--- src/hdl/ctxb_pkg.sv ---
// Shared types, constants and key ROM for the chained table XOR byte cipher.
package ctxb_pkg;

	// Chain seed and key ROM length
	localparam logic [7:0] ChainSeed = 8'h53;
	localparam int         KeyLen    = 87;
	localparam int         KeyPosW   = 7;

	// Checksum term constants
	localparam logic [7:0]  TermXorEven = 8'h35;
	localparam logic [7:0]  TermXorOdd  = 8'h80;
	localparam logic [15:0] TermSub     = 16'd7;

	// Checksum phase codes (byte position mod 4)
	localparam logic [1:0] PhaseXor35  = 2'd0;
	localparam logic [1:0] PhaseNonZro = 2'd1;
	localparam logic [1:0] PhaseXor80  = 2'd2;
	localparam logic [1:0] PhaseSub7   = 2'd3;

	// Key ROM
	localparam logic [7:0] KeyRom [0:KeyLen-1] = '{
		8'h51, 8'h37, 8'h41, 8'hde, 8'hed, 8'h37, 8'h42, 8'hca, 8'hac, 8'haa,
		8'h39, 8'hab, 8'h58, 8'h37, 8'h12, 8'hfd, 8'h2a, 8'hcc, 8'h5f, 8'h55,
		8'h85, 8'h91, 8'h73, 8'hcf, 8'ha2, 8'h33, 8'hbb, 8'hf4, 8'haa, 8'h77,
		8'hcc, 8'h45, 8'h78, 8'h99, 8'h03, 8'h40, 8'h79, 8'hac, 8'hfe, 8'h50,
		8'hcc, 8'hdd, 8'hde, 8'h50, 8'h12, 8'hd2, 8'he8, 8'h57, 8'h1c, 8'hdf,
		8'h33, 8'h2f, 8'h0e, 8'h48, 8'hd0, 8'he1, 8'h13, 8'h9e, 8'h42, 8'hf3,
		8'h74, 8'h61, 8'h78, 8'h8b, 8'ha1, 8'h78, 8'h77, 8'h3c, 8'hdd, 8'h64,
		8'h09, 8'h49, 8'h53, 8'hf3, 8'h82, 8'h17, 8'ha5, 8'h49, 8'haa, 8'hf1,
		8'h96, 8'h90, 8'h07, 8'hcd, 8'h11, 8'h88, 8'h21
	};

	// One input item
	typedef struct packed {
		logic [7:0] data_byte;
		logic       payload_start;
		logic       payload_end;
	} ctxb_item_t;

	// One result item
	typedef struct packed {
		logic [7:0]  out_byte;
		logic [15:0] running_sum;
		logic        is_last;
	} ctxb_result_t;

endpackage

--- src/hdl/ctxb_core.sv ---
// Cipher datapath: chain, key index, checksum state and the per-byte transform.
module ctxb_core (
	input  logic                  clk,
	input  logic                  arst_n,
	input  logic                  fire,
	input  logic                  direction,
	input  ctxb_pkg::ctxb_item_t   item,
	output ctxb_pkg::ctxb_result_t result
);
	import ctxb_pkg::*;

	logic [7:0]         prev_plain_q;
	logic [KeyPosW-1:0] key_pos_q;
	logic [1:0]         phase_q;
	logic [15:0]        sum_q;

	logic [7:0]         eff_prev;
	logic [KeyPosW-1:0] eff_pos;
	logic [1:0]         eff_phase;
	logic [15:0]        eff_sum;
	logic [7:0]         mixed;
	logic [7:0]         plain;
	logic [15:0]        term;
	logic [15:0]        sum_next;
	logic [KeyPosW-1:0] pos_next;

	// Start flag reseeds the state seen by this byte
	always_comb begin
		eff_prev  = item.payload_start ? ChainSeed : prev_plain_q;
		eff_pos   = item.payload_start ? '0 : key_pos_q;
		eff_phase = item.payload_start ? '0 : phase_q;
		eff_sum   = item.payload_start ? '0 : sum_q;
	end

	// Transform: the XOR mix is the output in both directions
	always_comb begin
		mixed = item.data_byte ^ eff_prev ^ KeyRom[eff_pos];
		plain = direction ? mixed : item.data_byte;
	end

	// Checksum term by position
	always_comb begin
		case (eff_phase)
			PhaseXor35:  term = {8'h00, plain ^ TermXorEven};
			PhaseNonZro: term = {15'd0, (plain != 8'h00)};
			PhaseXor80:  term = {8'h00, plain ^ TermXorOdd};
			PhaseSub7:   term = {8'h00, plain} - TermSub;
			default:     term = '0;
		endcase
		sum_next = eff_sum + term;
		pos_next = (eff_pos == KeyPosW'(KeyLen - 1)) ? '0 : eff_pos + 1'b1;
	end

	// State update per transferred byte
	always_ff @(posedge clk or negedge arst_n) begin
		if (!arst_n) begin
			prev_plain_q <= ChainSeed;
			key_pos_q    <= '0;
			phase_q      <= '0;
			sum_q        <= '0;
		end else if (fire) begin
			prev_plain_q <= plain;
			key_pos_q    <= pos_next;
			phase_q      <= eff_phase + 1'b1;
			sum_q        <= sum_next;
		end
	end

	assign result.out_byte    = mixed;
	assign result.running_sum = sum_next;
	assign result.is_last     = item.payload_end;

endmodule

--- src/hdl/chained_table_xor_byte_cipher.sv ---
// Top level: input register, cipher datapath and result register.
// One byte is taken per cycle unless the input side stalls; each byte passes
// through the input register, then the result register. Throughput is one byte
// a cycle, set by the single XOR step that updates the chain register. The input
// side stalls only when its register is full and the result register is both
// full and stalled. The direction register must be written while no byte is in
// flight; it applies to the next byte processed.
module chained_table_xor_byte_cipher (
	input  logic        clk,
	input  logic        arst_n,
	input  logic        cfg_wr_en,
	input  logic        cfg_wr_data,
	input  logic        in_valid,
	output logic        in_stall,
	input  logic [7:0]  data_byte,
	input  logic        payload_start,
	input  logic        payload_end,
	output logic        out_valid,
	input  logic        out_stall,
	output logic [7:0]  out_byte,
	output logic [15:0] running_sum,
	output logic        is_last
);
	import ctxb_pkg::*;

	logic         direction_q;
	logic         valid_s1;
	ctxb_item_t   item_s1;
	logic         out_valid_q;
	ctxb_result_t res_q;
	ctxb_result_t res;
	logic         fire;
	logic         in_xfer;

	// Stage 1 advances when the result register is free or being drained
	assign fire     = valid_s1 && (!out_valid_q || !out_stall);
	assign in_stall = valid_s1 && !fire;
	assign in_xfer  = in_valid && !in_stall;

	// Direction register
	always_ff @(posedge clk or negedge arst_n) begin
		if (!arst_n) begin
			direction_q <= 1'b0;
		end else if (cfg_wr_en) begin
			direction_q <= cfg_wr_data;
		end
	end

	// Input register
	always_ff @(posedge clk or negedge arst_n) begin
		if (!arst_n) begin
			valid_s1 <= 1'b0;
		end else if (in_xfer) begin
			valid_s1 <= 1'b1;
		end else if (fire) begin
			valid_s1 <= 1'b0;
		end
	end

	always_ff @(posedge clk) begin
		if (in_xfer) begin
			item_s1.data_byte     <= data_byte;
			item_s1.payload_start <= payload_start;
			item_s1.payload_end   <= payload_end;
		end
	end

	ctxb_core u_core (
		.clk       (clk),
		.arst_n    (arst_n),
		.fire      (fire),
		.direction (direction_q),
		.item      (item_s1),
		.result    (res)
	);

	// Result register
	always_ff @(posedge clk or negedge arst_n) begin
		if (!arst_n) begin
			out_valid_q <= 1'b0;
		end else if (fire) begin
			out_valid_q <= 1'b1;
		end else if (!out_stall) begin
			out_valid_q <= 1'b0;
		end
	end

	always_ff @(posedge clk) begin
		if (fire) begin
			res_q <= res;
		end
	end

	assign out_valid   = out_valid_q;
	assign out_byte    = res_q.out_byte;
	assign running_sum = res_q.running_sum;
	assign is_last     = res_q.is_last;

`ifndef SYNTHESIS
	// A held result is never overwritten
	a_no_overwrite: assert property (@(posedge clk) disable iff (!arst_n)
		out_valid_q && out_stall |-> !fire)
		else $error("result register overwritten while stalled");

	// First byte of an encrypted payload starts the checksum at byte ^ 0x35
	a_start_sum: assert property (@(posedge clk) disable iff (!arst_n)
		fire && item_s1.payload_start && !direction_q |=>
			running_sum == {8'h00, $past(item_s1.data_byte) ^ TermXorEven})
		else $error("checksum not reseeded on payload start");

	// First byte of a payload uses the chain seed and key entry 0
	a_start_byte: assert property (@(posedge clk) disable iff (!arst_n)
		fire && item_s1.payload_start |=>
			out_byte == ($past(item_s1.data_byte) ^ ChainSeed ^ KeyRom[0]))
		else $error("chain or key index not reseeded on payload start");
`endif

endmodule
--- config.mk ---
export PLATFORM = sky130hd
export DESIGN_NAME = chained_table_xor_byte_cipher
export DESIGN_NICKNAME = d
export VERILOG_FILES = /design/src/hdl/ctxb_pkg.sv /design/src/hdl/ctxb_core.sv /design/src/hdl/chained_table_xor_byte_cipher.sv
export SDC_FILE = /design/constraint.sdc
export NUM_CORES = 1
export LEC_CHECK = 0
export ABC_AREA = 1
export BUFFER_PORTS_ARGS = -buffer_cell sky130_fd_sc_hd__clkbuf_2
export CAP_MARGIN = 20
export CORE_MARGIN = 2
export CORE_UTILIZATION = 65
export CTS_BUF_LIST = sky130_fd_sc_hd__clkbuf_8
export DETAILED_ROUTE_END_ITERATION = 8
export GPL_ROUTABILITY_DRIVEN = 0
export GPL_TIMING_DRIVEN = 0
export PLACE_DENSITY = 0.94
export SLEW_MARGIN = 20
export SYNTH_ARGS = -nofsm -noshare
export SYNTH_HDL_FRONTEND = slang
export SYNTH_SLANG_ARGS = --single-unit
--- constraint.sdc ---
create_clock -name clk -period 10.8 [get_ports clk]
set_input_delay 2.16 -clock clk [delete_from_list [all_inputs] [get_ports clk]]
set_output_delay 2.16 -clock clk [all_outputs]
set_load 0.03 [all_outputs]
[Word-level counts from Yosys, hierarchy flattened]
Memories as Yosys holds them, arrays and structs flattened.
Cells that the tools add are included.
Cells by class
  add/subtract/negate cells: 4
  multipliers: 0
  divide/modulo/power cells: 0
  order comparisons: 1
  equality and inequality tests: 5
  shifts and indexed selects: 0
  mux-type cells: 13
  bitwise gates (word level): 5
  reduce and logical (&&, ||, !) cells: 11
Operators with widths (number)
  16-bit one-hot mux with 4 select lines: 1
  8-bit 2-to-1 mux: 4
  16-bit adder: 1
  16-bit 2-to-1 mux: 1
  8-bit bitwise XOR: 2
  7-bit 2-to-1 mux: 2
  8-bit by 3-bit subtractor with 9-bit output (second input constant): 1
  8-bit greater-or-equal comparator (second input constant): 1
  7-bit inverter with 8-bit output: 1
  8-bit nonzero test: 1
  7-bit by 1-bit adder with 7-bit output (second input constant): 1
  7-bit equality test (second input constant): 1
  2-bit equality test (second input constant): 2
  1-bit logical NOT: 4
  1-bit 2-to-1 mux: 4
  4-bit inverter: 1
  1-bit logical AND: 3
  2-bit by 1-bit adder with 2-bit output (second input constant): 1
  2-bit by 1-bit equality test with 1-bit output (second input constant): 1
  2-bit logical NOT: 1
  2-bit 2-to-1 mux: 1
  2-bit by 1-bit != test with 1-bit output (second input constant): 1
  2-bit nonzero test: 1
  1-bit logical OR: 1
  1-bit inverter: 1
Storage, ports and cells
  flip-flop bits (word level): 71
  bits in latches: 0
  memory bits (writable): 0
  ROM bits: 1024
  bits of input ports: 16
  output and inout bits: 27
  logic and storage cells: 53
  memories kept: 1
Memory list
  (no name shown): depth 128, bits a word 8, rd ports 1, clocked after memory_dff 0, wr ports 0, RTL line ctxb_core.sv:37  | mixed = item.data_byte ^ eff_prev ^ KeyRom[eff_pos];

[Logic depth before layout (Yosys ltp)]
  depth after elaboration: 10
  gate-level depth with buffers: 37

[By module]
From an unflattened synthesis, not the netlist that was laid out.
Unflattened totals
  cell total of the unflattened synthesis: 755
  area total of the unflattened synthesis: 5624.1 sq um
By module, submodules not included
  ctxb_core: instances 1, cells an instance 704, area each 4440.5 sq um
  chained_table_xor_byte_cipher: instances 1, cells an instance 51, area each 1183.6 sq um

[Worst setup path before layout]
Ideal clock, no wire load.
  path type: input-to-output
  start: in out_stall
  end: out in_stall
  arrival time: 2.673 ns
  data required time: 8.640 ns
  path slack: 5.967 ns
  stages on the path: 2
  cell sequence: nand2_1 > nor2_1
Between the ends
  word-level cells in the longest chain between the ends: 5
Ends and longest elaborated chain
  from (decl): RTL line chained_table_xor_byte_cipher.sv:19  | input logic out_stall,
  1-bit logical NOT
  1-bit logical OR: RTL line chained_table_xor_byte_cipher.sv:36  | assign fire = valid_s1 && (!out_valid_q || !out_stall);
  1-bit logical AND: RTL line chained_table_xor_byte_cipher.sv:36
  1-bit logical NOT: RTL line chained_table_xor_byte_cipher.sv:37  | assign in_stall = valid_s1 && !fire;
  1-bit logical AND: RTL line chained_table_xor_byte_cipher.sv:37
  to (decl): RTL line chained_table_xor_byte_cipher.sv:14  | output logic in_stall,
Every way passes these cells.

==> out/metrics.cfg <==
[layout]
final_common_cell=nand2_1
nFillCells=553
nets=810
diodes=0
multi_input_area_um2=3030
drive_above_1_share_pct=18.6
final_cell_mix=nand2_1 (166), nand3_1 (89), inv_1 (73)
finish.utilization_pct=74.2
syn2layout_area_growth_pct=11.0
seq_area_um2=1960

[cts]
cts_setup_buffers=0
cts_resized=0
cts.clk_slew.worst_paths_ps=100
h-tree-depth=3
cts-buffers-inserted=9
cts_tree=done
clock_sinks=71
clockBufferDepth=2
clk-insertion-delay-late_ps=380
cts_root_buf=clkbuf_8
ctsHoldBuffers=0

[floorplan]
num_rows=33
die_w_um=95.7
start_util_pct=66.9
core_um2=8180
die_h_um=95.7
dieArea_um2=9160
boundaryPins=43

[grt]
grt_antenna_before_repair=0
grt_max_degree=37
grt_pass1_wl_mm=25.2
overflow=0
grt_usage_pct=35.8
grt_pass1_vias=5441

[sta]
rsz0062_at_grt=false
relSlewSlack_pct=35.6
period_minus_slack_ps=5530
post-route-period-util_pct=51.2
worstMarginPinSlew_ps=966
fmax_mhz=181
final.setup.tns_ps=0
slew_violations=0
fin_worst_skew_ps=22.7
hold_viol=0
setup_viol_count_final=0

[critical_path]
crit_path_end=u_core.sum_q[13]
path_delay_family=simple AND/OR/NAND/NOR gates
r2r-start=item_s1[1]
reg2reg_to=u_core.sum_q[13]
crit_arrival_ps=5820
worst-path-buf-inv=4
crit_cells=31
end_kind=register
critPathMaxStageDelay_ps=410
worstSetupPathType=reg -> reg
required_ps=11090
critPathSlowestCell=nor2_2
reg2reg_slack_ps=5270
cp-start-kind=register
reg2reg_depth=31
crit_fanout=9
cp-startpoint=item_s1[1]

[hold_path]
holdPathStages=0
hold_class=reg -> reg

[route]
drc_errors=40
ant_nets=0
wl_per_cell_um=17.6
vias=5496
drt-initial-drc-count=1014
vias_per_cell=6.32
drt-total-wl_mm=15.3
dr.pass1.iters=9

[synthesis]
synth_cell_types=48
synth_nets=757
yosysSeqAreaShare_pct=35.8
synthCells=706
ys_ff_latch=71
postSynthAreaPerCell_um2=7.75
yosysWarningCount=0
syn-cell-area_um2=5470

[flow_run]
maxCapViolCount=0

[power_and_ir_drop]
p_per_area_nw_per_um2=202
clock_power_share_pct=22.7
internal_power_mw=0.693
combPwrFrac_pct=45.4
p_sw_share_pct=43.5
p_sw_mw=0.533
seq_power_share_pct=31.9
leakage_nw=3.00
ir_drop_v=0.000133

[status]
violations=DRC
outcome=complete, but fails checks

[placement]
hpwl_mm=10.8
port_buffers=42

-- per-layer routing --
metal / vias up / wire length [um] / GRT usage [%]
li1: 2451 / - / -
met1: 2449 / 5320 / 42.8
met2: 471 / 7120 / 56.9
met3: 125 / 1900 / 10.3
met4: 0 / 957 / 22.3
met5: - / 0 / 0
-- worst reg2reg max path, delay by kind of cell (launching register included) --
kind	cells	cell delay, ps
xor gates and xnor gates	1	210
and+or+nand+nor	13	1830
adders and majority gates	3	890
buffers and inverters	4	420
AOI/OAI and AO/OA	10	1710
DFF	1	380
-- cells by family (layout without fill, tap and decap cells) --
family | count (synthesis) | count (layout) | synth area share (%)
AND/OR/NAND/NOR | 361 | 361 | 32.1
AO/OA/AOI/OAI | 111 | 111 | 11.2
buffers and inverters | 104 | 162 | 8.97
flip-flops | 71 | 71 | 35.8
adder cells (fa/ha/maj) | 35 | 35 | 8.14
XOR/XNOR | 24 | 24 | 3.84
-- final cells by class --
type	instances	area share (%)
multi-input cells	531	49.9
well taps	105	2.16
flip-flops and latches	71	32.2
plain buffers	25	3.03
repair buffers	42	3.46
inverters	79	5.05
clock buffers	9	2.04
clock inverters	7	2.10
-- synthesized netlist by cell type, drive strengths merged --
master	count	area, um2
nand2	195	838
xnor2	7	61.3
nor3	3	20.0
ha	34	425
edfxtp	35	1050
o41ai	1	8.76
a21oi	29	145
a31oi	3	18.8
or2	4	25.0
clkbuf	5	18.8
inv	79	307
o22ai	8	50.1
o21ai	57	289
fa	1	20.0
dfrtp	32	801
nor2	52	258
o21a	1	7.51
o31ai	1	7.51
o21bai	1	7.51
o2111ai	1	8.76
a21o	1	7.51
buf	20	165
dfstp	4	105
nand4	4	25.0
xor2	17	149
o211ai	7	52.6
nand3	102	583
and2	1	6.26
a21boi	1	7.51
-- stage by stage --
step / instance area, um2 / worst slack (ps) / power [mW] / hold WS (ps) / std cells
floorplan: 5470 / 5970 / 0.794 / 400 / 706
global placement: 5810 / 5740 / 0.897 / 406 / 853
detailed placement: 5810 / 5520 / 0.923 / 405 / 853
CTS: 6060 / 5430 / 1.21 / 416 / 869
global route: 6070 / 4840 / 1.29 / 424 / 869
finish: 6070 / 5270 / 1.23 / 411 / 869
-- power groups by stage --
stage | sequential, mW | combinational (mW) | clock [mW]
finish | 0.390 | 0.557 | 0.278
global route | 0.397 | 0.608 | 0.288
CTS | 0.390 | 0.538 | 0.279
detailed placement | 0.395 | 0.528 | 0
global placement | 0.392 | 0.505 | 0
floorplan | 0.440 | 0.354 | 0
-- flip-flops by register name (all words and copies together) (netlist names), 2 cells and up --
register             flops
u_core.phase_q           2
u_core.prev_plain_q      8
running_sum             16
out_byte                 8
item_s1                 10
u_core.key_pos_q         7
u_core.sum_q            16
-- how the worst min path moves through the flow --
stage	from	slack, ps	to
finish	item_s1[0]	410	is_last
global placement	item_s1[0]	410	is_last
CTS	item_s1[0]	420	is_last
detailed placement	item_s1[0]	410	is_last
floorplan	item_s1[0]	400	is_last
global route	item_s1[0]	420	is_last
Power figures use the tool's default switching activity.
